===== src/hdl/adm_pkg.sv =====
`default_nettype none

package adm_pkg;

    // parameter defaults
    localparam int TIME_BITS_DEF     = 32;
    localparam int POSITION_BITS_DEF = 16;

    // configuration port
    localparam int CFG_DATA_W = 32;
    localparam int CFG_ADDR_W = 5;

    // fire_duration + fire_direction + fire_duty
    localparam int FIRE_FIELDS_W = 26;

    typedef logic [2:0] reg_idx_t;
    localparam reg_idx_t REG_ENABLE          = 3'd0;
    localparam reg_idx_t REG_MODE            = 3'd1;
    localparam reg_idx_t REG_POSITION_GAIN   = 3'd2;
    localparam reg_idx_t REG_POSITION_TARGET = 3'd3;
    localparam reg_idx_t REG_SWEEP_TIME_A    = 3'd4;
    localparam reg_idx_t REG_SWEEP_TIME_B    = 3'd5;
    localparam reg_idx_t REG_SWEEP_DUTY      = 3'd6;

    localparam logic [1:0] MODE_STOP   = 2'd0;
    localparam logic [1:0] MODE_POS    = 2'd1;
    localparam logic [1:0] MODE_SWEEP  = 2'd2;
    localparam logic [1:0] MODE_SINGLE = 2'd3;

    localparam logic [1:0] DIR_A = 2'd1;
    localparam logic [1:0] DIR_B = 2'd2;

    localparam logic       OP_UPDATE = 1'b0;
    localparam logic       OP_FIRE   = 1'b1;

    // 75.0 in Q8.8
    localparam logic signed [15:0] ACC_LIMIT_Q = 16'sd19200;

    // reset values
    localparam logic [15:0] GAIN_RESET         = 16'd128;
    localparam int          TARGET_RESET       = 800;
    localparam logic [31:0] SWEEP_TIME_RESET   = 32'd1000;
    localparam logic [7:0]  SWEEP_DUTY_RESET   = 8'd75;
    localparam logic [15:0] SINGLE_DUR_RESET   = 16'd500;

    typedef struct packed {
        logic        enable;
        logic [1:0]  mode;
        logic [15:0] gain;
        logic [31:0] sweep_time_a;
        logic [31:0] sweep_time_b;
        logic [7:0]  sweep_duty;
    } cfg_t;

    typedef struct packed {
        logic [7:0] duty;
        logic [1:0] dir;
    } drive_t;

endpackage

`default_nettype wire


===== src/hdl/adm_regs.sv =====
`default_nettype none

module adm_regs #(
    parameter int POSITION_BITS = adm_pkg::POSITION_BITS_DEF
) (
    input  wire logic                                clk,
    input  wire logic                                rst_n,
    input  wire logic                                psel,
    input  wire logic                                penable,
    input  wire logic                                pwrite,
    input  wire logic [adm_pkg::CFG_ADDR_W-1:0]      paddr,
    input  wire logic [adm_pkg::CFG_DATA_W-1:0]      pwdata,
    output logic      [adm_pkg::CFG_DATA_W-1:0]      prdata,
    output logic                                     pready,
    output adm_pkg::cfg_t                            cfg,
    output logic signed [POSITION_BITS-1:0]          target
);
    import adm_pkg::*;

    cfg_t                            cfg_reg;
    logic signed [POSITION_BITS-1:0] target_reg;
    reg_idx_t                        idx;
    logic                            wr_en;

    assign pready = 1'b1;
    assign idx    = paddr[CFG_ADDR_W-1:2];
    assign wr_en  = psel && penable && pwrite && pready;

    always_ff @(posedge clk or negedge rst_n)
    begin
        if (!rst_n)
        begin
            cfg_reg.enable       <= 1'b0;
            cfg_reg.mode         <= MODE_STOP;
            cfg_reg.gain         <= GAIN_RESET;
            cfg_reg.sweep_time_a <= SWEEP_TIME_RESET;
            cfg_reg.sweep_time_b <= SWEEP_TIME_RESET;
            cfg_reg.sweep_duty   <= SWEEP_DUTY_RESET;
            target_reg           <= POSITION_BITS'(TARGET_RESET);
        end
        else if (wr_en)
        begin
            case (idx)
                REG_ENABLE:          cfg_reg.enable       <= pwdata[0];
                REG_MODE:            cfg_reg.mode         <= pwdata[1:0];
                REG_POSITION_GAIN:   cfg_reg.gain         <= pwdata[15:0];
                REG_POSITION_TARGET: target_reg           <= pwdata[POSITION_BITS-1:0];
                REG_SWEEP_TIME_A:    cfg_reg.sweep_time_a <= pwdata;
                REG_SWEEP_TIME_B:    cfg_reg.sweep_time_b <= pwdata;
                REG_SWEEP_DUTY:      cfg_reg.sweep_duty   <= pwdata[7:0];
                default:             ;
            endcase
        end
    end

    always_comb
    begin
        case (idx)
            REG_ENABLE:          prdata = CFG_DATA_W'(cfg_reg.enable);
            REG_MODE:            prdata = CFG_DATA_W'(cfg_reg.mode);
            REG_POSITION_GAIN:   prdata = CFG_DATA_W'(cfg_reg.gain);
            REG_POSITION_TARGET: prdata = CFG_DATA_W'(target_reg);
            REG_SWEEP_TIME_A:    prdata = cfg_reg.sweep_time_a;
            REG_SWEEP_TIME_B:    prdata = cfg_reg.sweep_time_b;
            REG_SWEEP_DUTY:      prdata = CFG_DATA_W'(cfg_reg.sweep_duty);
            default:             prdata = '0;
        endcase
    end

    assign cfg    = cfg_reg;
    assign target = target_reg;

endmodule

`default_nettype wire


===== src/hdl/adm_step.sv =====
`default_nettype none

module adm_step #(
    parameter int TIME_BITS     = adm_pkg::TIME_BITS_DEF,
    parameter int POSITION_BITS = adm_pkg::POSITION_BITS_DEF
) (
    input  wire adm_pkg::cfg_t              cfg,
    input  wire logic signed [POSITION_BITS-1:0] target,
    input  wire logic                       opcode,
    input  wire logic [TIME_BITS-1:0]       now_ms,
    input  wire logic signed [POSITION_BITS-1:0] encoder_position,
    input  wire logic [15:0]                fire_duration,
    input  wire logic [1:0]                 fire_direction,
    input  wire logic [7:0]                 fire_duty,
    input  wire logic signed [15:0]         acc,
    input  wire logic [TIME_BITS-1:0]       interval_start,
    input  wire logic                       single_active,
    input  wire logic [15:0]                single_duration,
    input  wire adm_pkg::drive_t            drive,
    output logic signed [15:0]              acc_next,
    output logic [TIME_BITS-1:0]            interval_start_next,
    output logic                            single_active_next,
    output logic [15:0]                     single_duration_next,
    output adm_pkg::drive_t                 drive_next,
    output logic                            changed
);
    import adm_pkg::*;

    localparam int EW = POSITION_BITS + 1;
    localparam int PW = POSITION_BITS + 18;
    localparam int SW = POSITION_BITS + 19;
    localparam int CW = (TIME_BITS > 32) ? TIME_BITS : 32;

    logic signed [EW-1:0] err;
    logic signed [PW-1:0] prod;
    logic signed [SW-1:0] sum;
    logic signed [SW-1:0] lim_hi;
    logic signed [SW-1:0] lim_lo;
    logic signed [15:0]   acc_clamp;
    logic        [15:0]   mag;
    logic [TIME_BITS-1:0] diff;
    logic [CW-1:0]        diff_ext;
    logic [CW-1:0]        limit_ext;
    logic                 over;

    // position loop, exact Q8.8
    assign err    = EW'(target) - EW'(encoder_position);
    assign prod   = PW'(signed'({1'b0, cfg.gain})) * PW'(err);
    assign sum    = SW'(prod) + SW'(acc);
    assign lim_hi = SW'(ACC_LIMIT_Q);
    assign lim_lo = -SW'(ACC_LIMIT_Q);

    always_comb
    begin
        if (sum > lim_hi)
            acc_clamp = ACC_LIMIT_Q;
        else if (sum < lim_lo)
            acc_clamp = -ACC_LIMIT_Q;
        else
            acc_clamp = 16'(sum);
    end

    assign mag = acc_clamp[15] ? 16'(-acc_clamp) : 16'(acc_clamp);

    // one elapsed-time compare shared by sweep and single-fire
    assign diff     = now_ms - interval_start;
    assign diff_ext = CW'(diff);

    always_comb
    begin
        if (cfg.mode == MODE_SINGLE)
            limit_ext = CW'(single_duration);
        else if (drive.dir == DIR_A)
            limit_ext = CW'(cfg.sweep_time_a);
        else
            limit_ext = CW'(cfg.sweep_time_b);
    end

    assign over = diff_ext > limit_ext;

    always_comb
    begin
        acc_next             = acc;
        interval_start_next  = interval_start;
        single_active_next   = single_active;
        single_duration_next = single_duration;
        drive_next           = drive;
        changed              = 1'b0;

        if (opcode == OP_FIRE)
        begin
            single_duration_next = fire_duration;
            single_active_next   = 1'b1;
            interval_start_next  = now_ms;
            drive_next.duty      = fire_duty;
            drive_next.dir       = (fire_direction == DIR_A) ? DIR_A : DIR_B;
            changed              = 1'b1;
        end
        else if (!cfg.enable || cfg.mode == MODE_STOP)
        begin
            drive_next.duty = '0;
            drive_next.dir  = DIR_B;
            changed         = 1'b1;
        end
        else
        begin
            case (cfg.mode)
                MODE_POS:
                begin
                    acc_next        = acc_clamp;
                    drive_next.duty = mag[15:8];
                    drive_next.dir  = acc_clamp[15] ? DIR_A : DIR_B;
                    changed         = 1'b1;
                end
                MODE_SWEEP:
                begin
                    if (over)
                    begin
                        drive_next.duty     = cfg.sweep_duty;
                        drive_next.dir      = (drive.dir == DIR_A) ? DIR_B : DIR_A;
                        interval_start_next = now_ms;
                        changed             = 1'b1;
                    end
                end
                default:
                begin
                    if (single_active && over)
                    begin
                        drive_next.duty    = '0;
                        drive_next.dir     = DIR_B;
                        single_active_next = 1'b0;
                        changed            = 1'b1;
                    end
                end
            endcase
        end
    end

endmodule

`default_nettype wire


===== src/hdl/actuator_drive_mode_controller_unit.sv =====
`default_nettype none

// Channel   Dir  Handshake          Payload
// s_*       in   s_tvalid/s_tready  tuser: opcode; tdata: now_ms, encoder_position,
//                                   fire_duration, fire_direction, fire_duty
// m_*       out  m_tvalid/m_tready  tuser: drive_changed; tdata: duty, direction
// APB       in   psel/penable       registers at 4*index, pready tied high
//
// One beat per cycle sustained while m_tready is high. A beat is first captured in
// the input register, then the step logic (one 16 x (POSITION_BITS+1) multiply,
// clamp, one time compare) loads the result register and the drive state on the
// same edge. Asynchronous active-low reset; state returns to duty 0, direction B.
// A stalled result holds the pipe while the input register still takes one more
// beat.

module actuator_drive_mode_controller_unit #(
    parameter int TIME_BITS     = adm_pkg::TIME_BITS_DEF,
    parameter int POSITION_BITS = adm_pkg::POSITION_BITS_DEF,
    parameter int IN_W = ((TIME_BITS + POSITION_BITS + adm_pkg::FIRE_FIELDS_W + 7) / 8) * 8
) (
    input  wire logic                            clk,
    input  wire logic                            rst_n,
    input  wire logic                            s_tvalid,
    output logic                                 s_tready,
    // now_ms, encoder_position, fire_duration[15:0], fire_direction[1:0], fire_duty[7:0]
    input  wire logic [IN_W-1:0]                 s_tdata,
    // opcode
    input  wire logic                            s_tuser,
    output logic                                 m_tvalid,
    input  wire logic                            m_tready,
    // duty[7:0], direction[9:8], zero fill [15:10]
    output logic [15:0]                          m_tdata,
    // drive_changed
    output logic                                 m_tuser,
    input  wire logic                            psel,
    input  wire logic                            penable,
    input  wire logic                            pwrite,
    input  wire logic [adm_pkg::CFG_ADDR_W-1:0]  paddr,
    input  wire logic [adm_pkg::CFG_DATA_W-1:0]  pwdata,
    output logic      [adm_pkg::CFG_DATA_W-1:0]  prdata,
    output logic                                 pready
);
    import adm_pkg::*;

    localparam int T = TIME_BITS;
    localparam int P = POSITION_BITS;

    cfg_t                  cfg;
    logic signed [P-1:0]   target;

    logic                  in_valid_reg;
    logic                  in_opcode_reg;
    logic [IN_W-1:0]       in_data_reg;
    logic                  advance;
    logic                  fire;

    logic [T-1:0]          f_now;
    logic signed [P-1:0]   f_enc;
    logic [15:0]           f_dur;
    logic [1:0]            f_dir;
    logic [7:0]            f_duty;

    logic signed [15:0]    acc_reg;
    logic signed [15:0]    acc_next;
    logic [T-1:0]          start_reg;
    logic [T-1:0]          start_next;
    logic                  active_reg;
    logic                  active_next;
    logic [15:0]           dur_reg;
    logic [15:0]           dur_next;
    drive_t                drive_reg;
    drive_t                drive_next;
    logic                  changed;
    logic                  out_valid_reg;
    logic                  changed_reg;

    adm_regs #(
        .POSITION_BITS (POSITION_BITS)
    ) u_regs (
        .clk     (clk),
        .rst_n   (rst_n),
        .psel    (psel),
        .penable (penable),
        .pwrite  (pwrite),
        .paddr   (paddr),
        .pwdata  (pwdata),
        .prdata  (prdata),
        .pready  (pready),
        .cfg     (cfg),
        .target  (target)
    );

    assign advance  = !out_valid_reg || m_tready;
    assign fire     = in_valid_reg && advance;
    assign s_tready = !in_valid_reg || advance;

    assign f_now  = in_data_reg[T-1:0];
    assign f_enc  = in_data_reg[T+P-1:T];
    assign f_dur  = in_data_reg[T+P+15:T+P];
    assign f_dir  = in_data_reg[T+P+17:T+P+16];
    assign f_duty = in_data_reg[T+P+25:T+P+18];

    adm_step #(
        .TIME_BITS     (TIME_BITS),
        .POSITION_BITS (POSITION_BITS)
    ) u_step (
        .cfg                  (cfg),
        .target               (target),
        .opcode               (in_opcode_reg),
        .now_ms               (f_now),
        .encoder_position     (f_enc),
        .fire_duration        (f_dur),
        .fire_direction       (f_dir),
        .fire_duty            (f_duty),
        .acc                  (acc_reg),
        .interval_start       (start_reg),
        .single_active        (active_reg),
        .single_duration      (dur_reg),
        .drive                (drive_reg),
        .acc_next             (acc_next),
        .interval_start_next  (start_next),
        .single_active_next   (active_next),
        .single_duration_next (dur_next),
        .drive_next           (drive_next),
        .changed              (changed)
    );

    // input register
    always_ff @(posedge clk or negedge rst_n)
    begin
        if (!rst_n)
            in_valid_reg <= 1'b0;
        else if (s_tready)
            in_valid_reg <= s_tvalid;
    end

    always_ff @(posedge clk)
    begin
        if (s_tready && s_tvalid)
        begin
            in_opcode_reg <= s_tuser;
            in_data_reg   <= s_tdata;
        end
    end

    // drive state and result register load together
    always_ff @(posedge clk or negedge rst_n)
    begin
        if (!rst_n)
        begin
            acc_reg        <= '0;
            start_reg      <= '0;
            active_reg     <= 1'b0;
            dur_reg        <= SINGLE_DUR_RESET;
            drive_reg.duty <= '0;
            drive_reg.dir  <= DIR_B;
            out_valid_reg  <= 1'b0;
            changed_reg    <= 1'b0;
        end
        else
        begin
            if (fire)
            begin
                acc_reg     <= acc_next;
                start_reg   <= start_next;
                active_reg  <= active_next;
                dur_reg     <= dur_next;
                drive_reg   <= drive_next;
                changed_reg <= changed;
            end
            if (advance)
                out_valid_reg <= in_valid_reg;
        end
    end

    assign m_tvalid = out_valid_reg;
    assign m_tuser  = changed_reg;
    assign m_tdata  = {6'b0, drive_reg.dir, drive_reg.duty};

    a_acc_range: assert property (@(posedge clk) disable iff (!rst_n)
        (acc_reg <= ACC_LIMIT_Q) && (acc_reg >= -ACC_LIMIT_Q))
        else $error("velocity accumulator out of range");

    a_dir_code: assert property (@(posedge clk) disable iff (!rst_n)
        (drive_reg.dir == DIR_A) || (drive_reg.dir == DIR_B))
        else $error("drive direction not A or B");

    a_hold_drive: assert property (@(posedge clk) disable iff (!rst_n)
        (fire && !changed) |=> (drive_reg == $past(drive_reg)) && !m_tuser)
        else $error("unchanged result altered the drive");

    a_stall_src: assert property (@(posedge clk) disable iff (!rst_n)
        !s_tready |-> (in_valid_reg && out_valid_reg && !m_tready))
        else $error("input stalled without a full pipe");

endmodule

`default_nettype wire


===== config.mk =====
export PLATFORM = sky130hd
export DESIGN_NAME = actuator_drive_mode_controller_unit
export DESIGN_NICKNAME = d
export VERILOG_FILES = /design/src/hdl/adm_pkg.sv /design/src/hdl/adm_regs.sv /design/src/hdl/adm_step.sv /design/src/hdl/actuator_drive_mode_controller_unit.sv
export SDC_FILE = /design/constraint.sdc
export NUM_CORES = 1
export LEC_CHECK = 0
export ABC_AREA = 1
export BUFFER_PORTS_ARGS = -buffer_cell sky130_fd_sc_hd__buf_4
export CAP_MARGIN = 20
export CORE_MARGIN = 5
export CORE_UTILIZATION = 37
export CTS_BUF_LIST = sky130_fd_sc_hd__clkbuf_2 sky130_fd_sc_hd__clkbuf_4 sky130_fd_sc_hd__clkbuf_8
export DETAILED_ROUTE_END_ITERATION = 12
export PLACE_DENSITY = 0.64
export RECOVER_POWER = 100
export SYNTH_ARGS = -nofsm -noshare
export SYNTH_HDL_FRONTEND = slang
export SYNTH_HIERARCHICAL = 1
export SYNTH_SLANG_ARGS = --single-unit

===== constraint.sdc =====
create_clock -name clk -period 10 [get_ports clk]
set_clock_uncertainty 0.2 [all_clocks]
set_input_delay 2 -clock clk [delete_from_list [all_inputs] [get_ports clk]]
set_output_delay 2 -clock clk [all_outputs]
set_load 0.1 [all_outputs]

==> impl_metrics.yaml <==
timing:
  slew_headroom_pct: -168
  fmax_mhz: 106
  report.final.slew_viol_count: 361
  report.final.hold_viol_count: 0
  setup_viol_count_final: 0
  min_period_over_period_pct: 94.2
  layout_min_cycle_time_ps: 9420
  max_slew.worst_pin.slew_ps: 4030
detailed_routing:
  vias_per_cell: 4.95
  vias: 23500
  drt_iter0_markers: 1618
  drt-wirelength-per-cell_um: 16.6
  wl_um: 78900
  detail_route.first_pass.iterations: 5
  drcViolationCount: 0
  postRouteAntennaNets: 0
hold_path:
  min-delay-path-class: "flop to flop"
  hold_critical_path_endpoint: "start_reg[12]"
  min_path_cells: 2
  hp-start: "start_reg[12]"
layout:
  layout_commonest_cell: "sky130_fd_sc_hd__nand2_1"
  layout.nets: 4333
  largest_register_ff_count: 91
  fillers: 7578
  n_antenna_cell: 0
  layout_overhead_on_the_synthesized_area_pct: 11.0
  layout-drive-gt1-share_pct: 9.61
  final_util_pct: 41.4
  mostFrequentLayoutCells: "sky130_fd_sc_hd__nand2_1, sky130_fd_sc_hd__inv_1, sky130_fd_sc_hd__nor2_1"
clock_network:
  cts_htree_levels: 2
  clock_transition_at_the_registers_of_the_reported_paths_ps: 60
  tritoncts: "built"
  cts_hold_buffers: 0
  clkLatencyLatePin_ps: 570
  clock_sink_count: 260
  clock-root-buffer: "sky130_fd_sc_hd__clkbuf_8"
  clock_tree.buffer_depth: 3
  tritoncts.num_buffers: 41
outcome:
  run_status: "finished with violations"
  violations: "max-capacitance violations, max-slew violations"
worst_setup_path:
  critPathLaunchType: "flop"
  cp_data_required_time_ps: 10300
  critical_path.endpoint_type: "flop"
  critical_path_peak_fanout: 6
  timing.reg2reg.setup_slack_ps: 580
  most_repeated_library_cell_on_the_critical_path: "sky130_fd_sc_hd__nand2_1"
  r2r_end: "m_tdata[2]"
  timing.critical_path.slowest_cell_delay_ps: 540
  critical_path.reg2reg.startpoint: "in_data_reg[34]"
  cp_slowest_cell: "sky130_fd_sc_hd__fa_1"
  worstRegToRegCells: 60
  worstPathArrival_ps: 9720
  path_class: "flop to flop"
floorplan:
  pin_count: 177
  die-height_um: 281
  placeableCoreArea_mm2: 0.0728
  die_width_um: 281
  effective_utilization_at_floorplan_pct: 37.3
  core.rowCount: 99
  dieArea_mm2: 0.0789
global_routing:
  grtUsageTotal_pct: 19.6
  grt_pass1_vias: 23300
  antenna_found_initial: 0
  grt_overflow_total: 0
  first_pass_grt_wire_length_um: 125000
  maximum_number_of_pins_on_one_net_before_global_route_repair: 79
placed_design:
  port-buffer-count: 161
  post-dp-hpwl_um: 62100
  place.gp.congestion: 0.927
job:
  max_cap_violations: 8
synth:
  flop_and_latch_count_out_of_synthesis: 260
  synth.lib_cells_used.distinct: 56
  ys.warnings.count: 6
  synth_sequential_area_ratio_pct: 25.5
  mappedNetlistArea_mm2: 0.0272
  postSynthAreaPerCell_um2: 7.47
  syn-instance-count: 3635
[cells in the mapped netlist (all sizes together)]
| cell type | n | share of area, % |
|---|---|---|
| o21bai | 6 | 0.17 |
| buf | 67 | 1.6 |
| ha | 208 | 9.6 |
| dfstp | 27 | 2.6 |
| o2111ai | 3 | 0.097 |
| and2 | 5 | 0.12 |
| inv | 637 | 8.8 |
| nand3 | 223 | 4.4 |
| o21a | 2 | 0.055 |
| xor2 | 24 | 0.77 |
| nor2 | 282 | 4.1 |
| nand3b | 8 | 0.22 |
| a21o | 4 | 0.11 |
| clkinv | 3 | 0.041 |
| xnor2 | 13 | 0.42 |
| dfrtp | 158 | 15 |
| clkbuf | 71 | 1.0 |
| o31ai | 3 | 0.083 |
| a31oi | 3 | 0.069 |
| or2 | 11 | 0.25 |
| a21boi | 6 | 0.17 |
| nand4 | 54 | 1.3 |
| conb | 2 | 0.028 |
| o221ai | 4 | 0.13 |
| nor3 | 15 | 0.33 |
| nor3b | 1 | 0.028 |
| a211oi | 2 | 0.055 |
| nor4 | 3 | 0.069 |
| a21oi | 112 | 2.1 |
| fa | 246 | 18 |
| o22ai | 2 | 0.046 |
| mux2 | 1 | 0.041 |
| o21ai | 202 | 3.7 |
| or3 | 1 | 0.023 |
| edfxtp | 75 | 8.3 |
| nand2 | 1125 | 16 |
| a221oi | 2 | 0.065 |
| o211ai | 24 | 0.68 |
[through the flow]
| stage | instance area (µm²) | setup WS (ps) | hold slack [ps] | setup TNS (ps) | std cells |
|---|---|---|---|---|---|
| finish | 30100 | 585 | 268 | 0 | 4746 |
| global route | 30100 | -7.24 | 291 | -12.8 | 4746 |
| CTS | 30100 | 218 | 271 | 0 | 4733 |
| detailed placement | 29200 | 246 | 258 | 0 | 4657 |
| global placement | 29200 | 287 | 254 | 0 | 4657 |
| floorplan | 27200 | 1470 | 242 | 0 | 3640 |
[per-layer routing]
| metal | global-route usage (%) | up-vias | wire, µm |
|---|---|---|---|
| met5 | 0 | - | 0 |
| met4 | 8.21 | 0 | 3690 |
| met3 | 2.75 | 152 | 4450 |
| met2 | 33.5 | 713 | 38000 |
| met1 | 25.1 | 11100 | 32800 |
| li1 | - | 11500 | - |
[worst max-delay path, delay by kind of cell (launching register included)]
| kind | cells | cell delay, ps |
|---|---|---|
| AOI/OAI and AO/OA | 9 | 1250 |
| adders and majority gates | 8 | 3650 |
| buffers and inverters | 11 | 920 |
| DFF | 1 | 380 |
| and+or+nand+nor | 32 | 2940 |
[area by class of cell]
type	count	area, µm²	area share [%]
multi-input cells	2605	17400	57.6
flip-flops and latches	260	6920	22.9
clock inverters	17	154	0.511
inverters	640	2420	8.03
clock buffers	59	749	2.49
well taps	959	1200	3.98
repair buffers	206	1350	4.48
[kinds of logic (layout without fill, tap and decap cells)]
family / after synthesis / after routing / share of synthesized area (%)
AOI/OAI and AO/OA: 375 / 375 / 7.54
xor gates and xnor gates: 37 / 37 / 1.19
adders and majority gates: 454 / 454 / 27.7
buffers and inverters: 778 / 922 / 11.4
DFF: 260 / 260 / 25.5
muxes: 1 / 1 / 0.0415
other: 2 / 7 / 0.0277
and+or+nand+nor: 1728 / 1731 / 26.6
[worst max path at each step]
stage                startpoint         end  slack, ps  cells after the start
2_1_floorplan  u_regs/target[0]  m_tdata[4]       1470                     58
3_3_place_gp   u_regs/target[0]  m_tdata[4]        290                     60
3_5_place_dp    in_data_reg[32]  m_tdata[4]        250                     58
4_1_cts        u_regs/target[0]  m_tdata[4]        220                     58
5_1_grt         in_data_reg[34]  m_tdata[5]         -7                     58
6_report        in_data_reg[34]  m_tdata[2]        580                     60
[timing repair]
item,4_1_cts,5_1_grt
endpoints found under the hold margin,0,0
endpoints found under the setup margin,0,14
gates resized for setup,0,62
buffers inserted,0,9
Power is not shown: default switching activity piles up to over one toggle a cycle in this logic, so the estimate is an artifact.
